**config.mk**
```make
export PLATFORM = sky130hd
export DESIGN_NAME = vmu_frac_div
export DESIGN_NICKNAME = d
export VERILOG_FILES = /design/src/rtl/core/vmu_frac_div.sv
export SDC_FILE = /design/constraint.sdc
export NUM_CORES = 2
export LEC_CHECK = 0
export ABC_CLOCK_PERIOD_IN_PS = 4040
export BUFFER_PORTS_ARGS = -buffer_cell sky130_fd_sc_hd__buf_4
export CAP_MARGIN = 10
export CORE_ASPECT_RATIO = 0.9
export CORE_UTILIZATION = 25
export DETAILED_ROUTE_END_ITERATION = 6
export PLACE_DENSITY = 0.4
export REMOVE_ABC_BUFFERS = 1
export SETUP_SLACK_MARGIN = 0.5
export SLEW_MARGIN = 20
export SYNTH_ARGS = -nofsm -noshare
export SYNTH_HDL_FRONTEND = slang
export SYNTH_SLANG_ARGS = --single-unit
```
**constraint.sdc**
```tcl
create_clock -name clk -period 4.04 [get_ports clk]
set_input_delay 0.606 -clock clk [delete_from_list [all_inputs] [get_ports clk]]
set_output_delay 0.606 -clock clk [all_outputs]
set_load 0.03 [all_outputs]
```
**src/rtl/core/vmu_frac_div.sv**
```systemverilog
`default_nettype none
// ----------------------------------------------------------------------------
// vmu_frac_div
// Pipelined restoring divider: quo = floor(num * 2^FRAC / den) for num <= den,
// one quotient bit per stage, FRAC+1 stages, sideband travels with the data.
// ----------------------------------------------------------------------------
module vmu_frac_div #(
	parameter int WN     = 33,
	parameter int FRAC   = 16,
	parameter int SIDE_W = 1
) (
	input  wire logic              clk,
	input  wire logic              arst_n,
	input  wire logic              vld_i,
	input  wire logic [WN-1:0]     num_i,
	input  wire logic [WN-1:0]     den_i,
	input  wire logic [SIDE_W-1:0] side_i,
	output logic                   vld_o,
	output logic [FRAC:0]          quo_o,
	output logic [SIDE_W-1:0]      side_o
);

	localparam int NS = FRAC + 1;

	logic [WN-1:0]     rem_s  [NS];
	logic [WN-1:0]     den_s  [NS];
	logic [FRAC:0]     quo_s  [NS];
	logic [SIDE_W-1:0] side_s [NS];
	logic [NS-1:0]     vld_s;

	// integer bit
	always_ff @(posedge clk or negedge arst_n) begin
		if (!arst_n) begin
			vld_s[0] <= 1'b0;
		end else begin
			vld_s[0] <= vld_i;
		end
	end

	always_ff @(posedge clk) begin
		den_s[0]  <= den_i;
		side_s[0] <= side_i;
		if (num_i >= den_i) begin
			quo_s[0] <= (FRAC+1)'(1);
			rem_s[0] <= num_i - den_i;
		end else begin
			quo_s[0] <= '0;
			rem_s[0] <= num_i;
		end
	end

	// one fraction bit per stage
	for (genvar i = 1; i < NS; i++) begin : g_stage
		logic [WN:0] sh;
		logic [WN:0] dx;
		logic        ge;

		assign sh = {rem_s[i-1], 1'b0};
		assign dx = {1'b0, den_s[i-1]};
		assign ge = (sh >= dx);

		always_ff @(posedge clk or negedge arst_n) begin
			if (!arst_n) begin
				vld_s[i] <= 1'b0;
			end else begin
				vld_s[i] <= vld_s[i-1];
			end
		end

		always_ff @(posedge clk) begin
			den_s[i]  <= den_s[i-1];
			side_s[i] <= side_s[i-1];
			quo_s[i]  <= {quo_s[i-1][FRAC-1:0], ge};
			rem_s[i]  <= ge ? WN'(sh - dx) : WN'(sh);
		end
	end

	assign vld_o  = vld_s[NS-1];
	assign quo_o  = quo_s[NS-1];
	assign side_o = side_s[NS-1];

endmodule
`default_nettype wire

```
==> results.py <==
metrics = {
    "status": {
        "status": "completed",
    },
    "synth": {
        "synthFlopType": "dfxtp_1",
        "ys_ff_latch": 1243,
        "syn_inst": 6965,
        "synthDistinctLibCells": 84,
        "yosysWarningCount": 0,
        "async_flop_share_pct": 1.368,
        "synth_edf_count": 0,
        "yosysSeqAreaShare_pct": 40.49,
        "synth.cell_area_um2": 61660,
        "syn_avg_cell_area_um2": 8.853,
    },
    "timing": {
        "fmax_mhz": 287.5,
        "rsz0062_at_grt": "yes",
        "slew_headroom_pct": 35.19,
        "min_period_over_period_pct": 86.08,
        "setup_violations": 0,
        "hold_viol_final": 0,
        "clock_skew_ps": 75.32,
        "maxSlewViolCount": 0,
        "fin_hold_ws_ps": 75.86,
        "setup_ws_ps": 562.3,
        "fin_crit_ps": 3478,
        "worst_pin_slew_ps": 964.7,
    },
    "clock_tree": {
        "cts-root-buf": "clkbuf_16",
        "cts_sinks": 1243,
        "clk_pin_slew_worst_paths_ps": 60,
        "cts_made_buffers": 160,
        "clockBufferDepth": 4,
        "clkLatencyLatePin_ps": 830,
        "cts.htree.levels": 4,
        "cts_tree": "yes",
    },
    "layout": {
        "drive_gt1_share_pct": 10.43,
        "fillers": 25640,
        "seq_area_um2": 24970,
        "final_nets": 7844,
        "multi_input_area_um2": 33540,
        "finalInstanceArea_um2": 73310,
        "syn2layout_area_growth_pct": 18.90,
        "fin_util_pct": 29.96,
        "diodes": 0,
    },
    "global_routing": {
        "grt_max_degree": 60,
        "grt_pass1_vias": 49510,
        "grt_overflow": 0,
        "antenna_found_initial": 0,
        "grt_usage_pct": 14.18,
        "grt_pass1_wl_um": 279700,
    },
    "pwr": {
        "finalPower_mw": 68.22,
        "p_per_area_nw_per_um2": 930.5,
        "vdd_drop_max_mv": 0.3712,
        "p_leak_nw": 32.89,
    },
    "critical_path": {
        "path_cells": "inv_1, ha_2, nand4_1, or4_4, o31ai_2, buf_4, a21o_1, a221o_1, a21oi_1, o221ai_4, buf_12, buf_12, mux2_2",
        "end_kind": "flop",
        "critPathLaunchType": "flop",
        "crit_required_ps": 4680,
        "critPathKind": "reg2reg",
        "cp.buffers_inverters": 4,
        "regToRegSetupSlack_ps": 560,
        "cpPeakStageDelay_ps": 590,
        "crit_family": "compound AO/OA/AOI/OAI gates",
        "crit_fanout": 20,
        "arrival_ps": 4120,
        "critical_path.most_common_cell": "buf_12",
        "cpMaxStageDelayCell": "or4_4",
    },
    "run": {
        "maxCapViolCount": 0,
    },
    "floorplanning": {
        "rows": 172,
        "initial_core_util_pct": 25.20,
        "fp.dieH_um": 473.2,
        "dieArea_um2": 248600,
        "die_width_um": 525.5,
        "fp.coreArea_um2": 244700,
        "top_level_ports": 89,
    },
    "drt": {
        "viasPerCell": 4.636,
        "drt-total-wl_um": 181500,
        "wire_per_inst_um": 17.23,
        "route.detailed.drc": 0,
        "dr.pass1.iters": 7,
        "detail-route-antenna-nets": 0,
        "vias": 48840,
        "drtIter0Drc": 2488,
    },
    "place": {
        "port_buffers": 88,
        "dpl.hpwl_um": 143200,
        "gp_congestion": 0.8750,
        "pre_cts_slack_ps": 132.4,
        "place_area_um2": 66490,
    },
    "min_path": {
        "hold_path.class": "in2reg",
    },
}
[what timing repair did]
item                       4_1_cts  5_1_grt
setup buffers                    3       17
pin swaps                        6       19
cloned                           2        4
gates resized for setup         34       67
hold endpoints to repair        79        0
setup endpoints to repair      188      270
hold buffers                    63        0
[synthesized netlist by cell type, drive strengths merged (27+ instances only)]
library cell | count | share of area [%]
o21ai | 391 | 3.2
nor3 | 91 | 0.74
xor2 | 152 | 2.2
a21o | 243 | 3.0
and2 | 39 | 0.40
o21a | 99 | 1.2
dfxtp | 1226 | 40
nor2b | 79 | 0.80
clkbuf | 185 | 1.1
nor4 | 34 | 0.34
inv | 739 | 4.5
o211ai | 38 | 0.46
o21bai | 93 | 1.1
nand3 | 124 | 1.0
ha | 560 | 11
nor2 | 507 | 3.1
nand2b | 57 | 0.58
nand4 | 116 | 1.2
or3 | 37 | 0.38
xnor2 | 276 | 3.9
buf | 27 | 0.24
o31ai | 56 | 0.68
a21oi | 687 | 5.6
a31oi | 55 | 0.56
a211oi | 54 | 0.67
and3 | 42 | 0.43
nand2 | 424 | 2.6
mux2 | 156 | 2.9
[area by class of cell]
cell class	count	area share [%]
repair buffers	282	3.516
clock inverters	62	1.041
clock buffers	218	6.362
multi-input cells	4772	45.74
inverters	739	3.784
flip-flops and latches	1243	34.06
well taps	3219	5.494
[placed cells by master, fill, tap and decap left out, types with 17 or more instances in the layout]
cell type,n
a211oi_1,46
a21o_1,243
a21oi_1,680
a31oi_1,54
and2_1,37
and3_1,42
and4_1,19
buf_4,196
clkbuf_16,166
clkbuf_8,40
clkinv_2,31
dfrtp_1,17
dfxtp_1,1224
dlygate4sd3_1,63
ha_1,550
inv_1,734
mux2_2,151
nand2_1,422
nand2b_1,56
nand3_1,121
nand4_1,116
nor2_1,505
nor2b_1,78
nor3_1,88
nor4_1,28
o211ai_1,38
o21a_1,99
o21ai_0,380
o21bai_1,92
o31a_1,24
o31ai_1,51
or2_2,23
or3_1,37
xnor2_1,276
xor2_1,152
[metrics by stage]
stage,instances,setup TNS (ps)
floorplan,6753,-32860
finish,10540,0
global route,10540,0
CTS,10510,0
global placement,10170,0
detailed placement,10170,0
[kinds of logic (layout without fill, tap and decap cells)]
| logic type | after synthesis | count (layout) | share of synthesized area, % |
|---|---|---|---|
| AND/OR/NAND/NOR | 1645 | 1645 | 12.74 |
| flip-flops | 1243 | 1243 | 40.49 |
| AO/OA/AOI/OAI | 1953 | 1954 | 19.85 |
| XOR/XNOR | 428 | 428 | 6.079 |
| multiplexers | 169 | 169 | 3.090 |
| adder cells (fa/ha/maj) | 576 | 576 | 11.88 |
| buffers and inverters | 951 | 1301 | 5.868 |
[state kept, by name (all words and copies together) (netlist names)]
register	cells
den_s	528
quo_s	153
vld_o	1
vld_s	16
rem_s	528
side_s	17
[per-layer routing]
layer,part of all wire [%],wire length [um],global-route usage (%),vias up
li1,-,-,-,24750
met1,43,77190,16.20,22780
met2,49,88470,25.54,890
met3,3.0,5374,1.967,425
met4,5.8,10460,7.471,0
met5,0,0,0,-
[path summary, 6_finish.rpt]
kind	startpoint	endpoint	cells past startpoint
setup / recovery	den_s[0][314]	rem_s[0][333]	13
hold / removal	num_i[24]	rem_s[0][24]	3
setup reg to reg	den_s[0][314]	rem_s[0][333]	13
hold reg to reg	quo_s[14][11]	quo_s[15][12]	0
max in group asynchronous	arst_n	vld_o	2
min in group asynchronous	arst_n	vld_s[4]	2
[tightest hold or removal path: stages]
cell,delay [ps]
buf_4,90
nor2_1,40
a21oi_1,120
[where the power goes]
| part | internal (mW) | leakage (nW) | switching [mW] |
|---|---|---|---|
| clock | 9.08 | 2.69 | 5.60 |
| sequential | 16.3 | 10.5 | 2.44 |
| combinational | 15.2 | 19.7 | 19.6 |
| total | 40.6 | 32.9 | 27.7 |
Power figures use the tool's default switching activity.
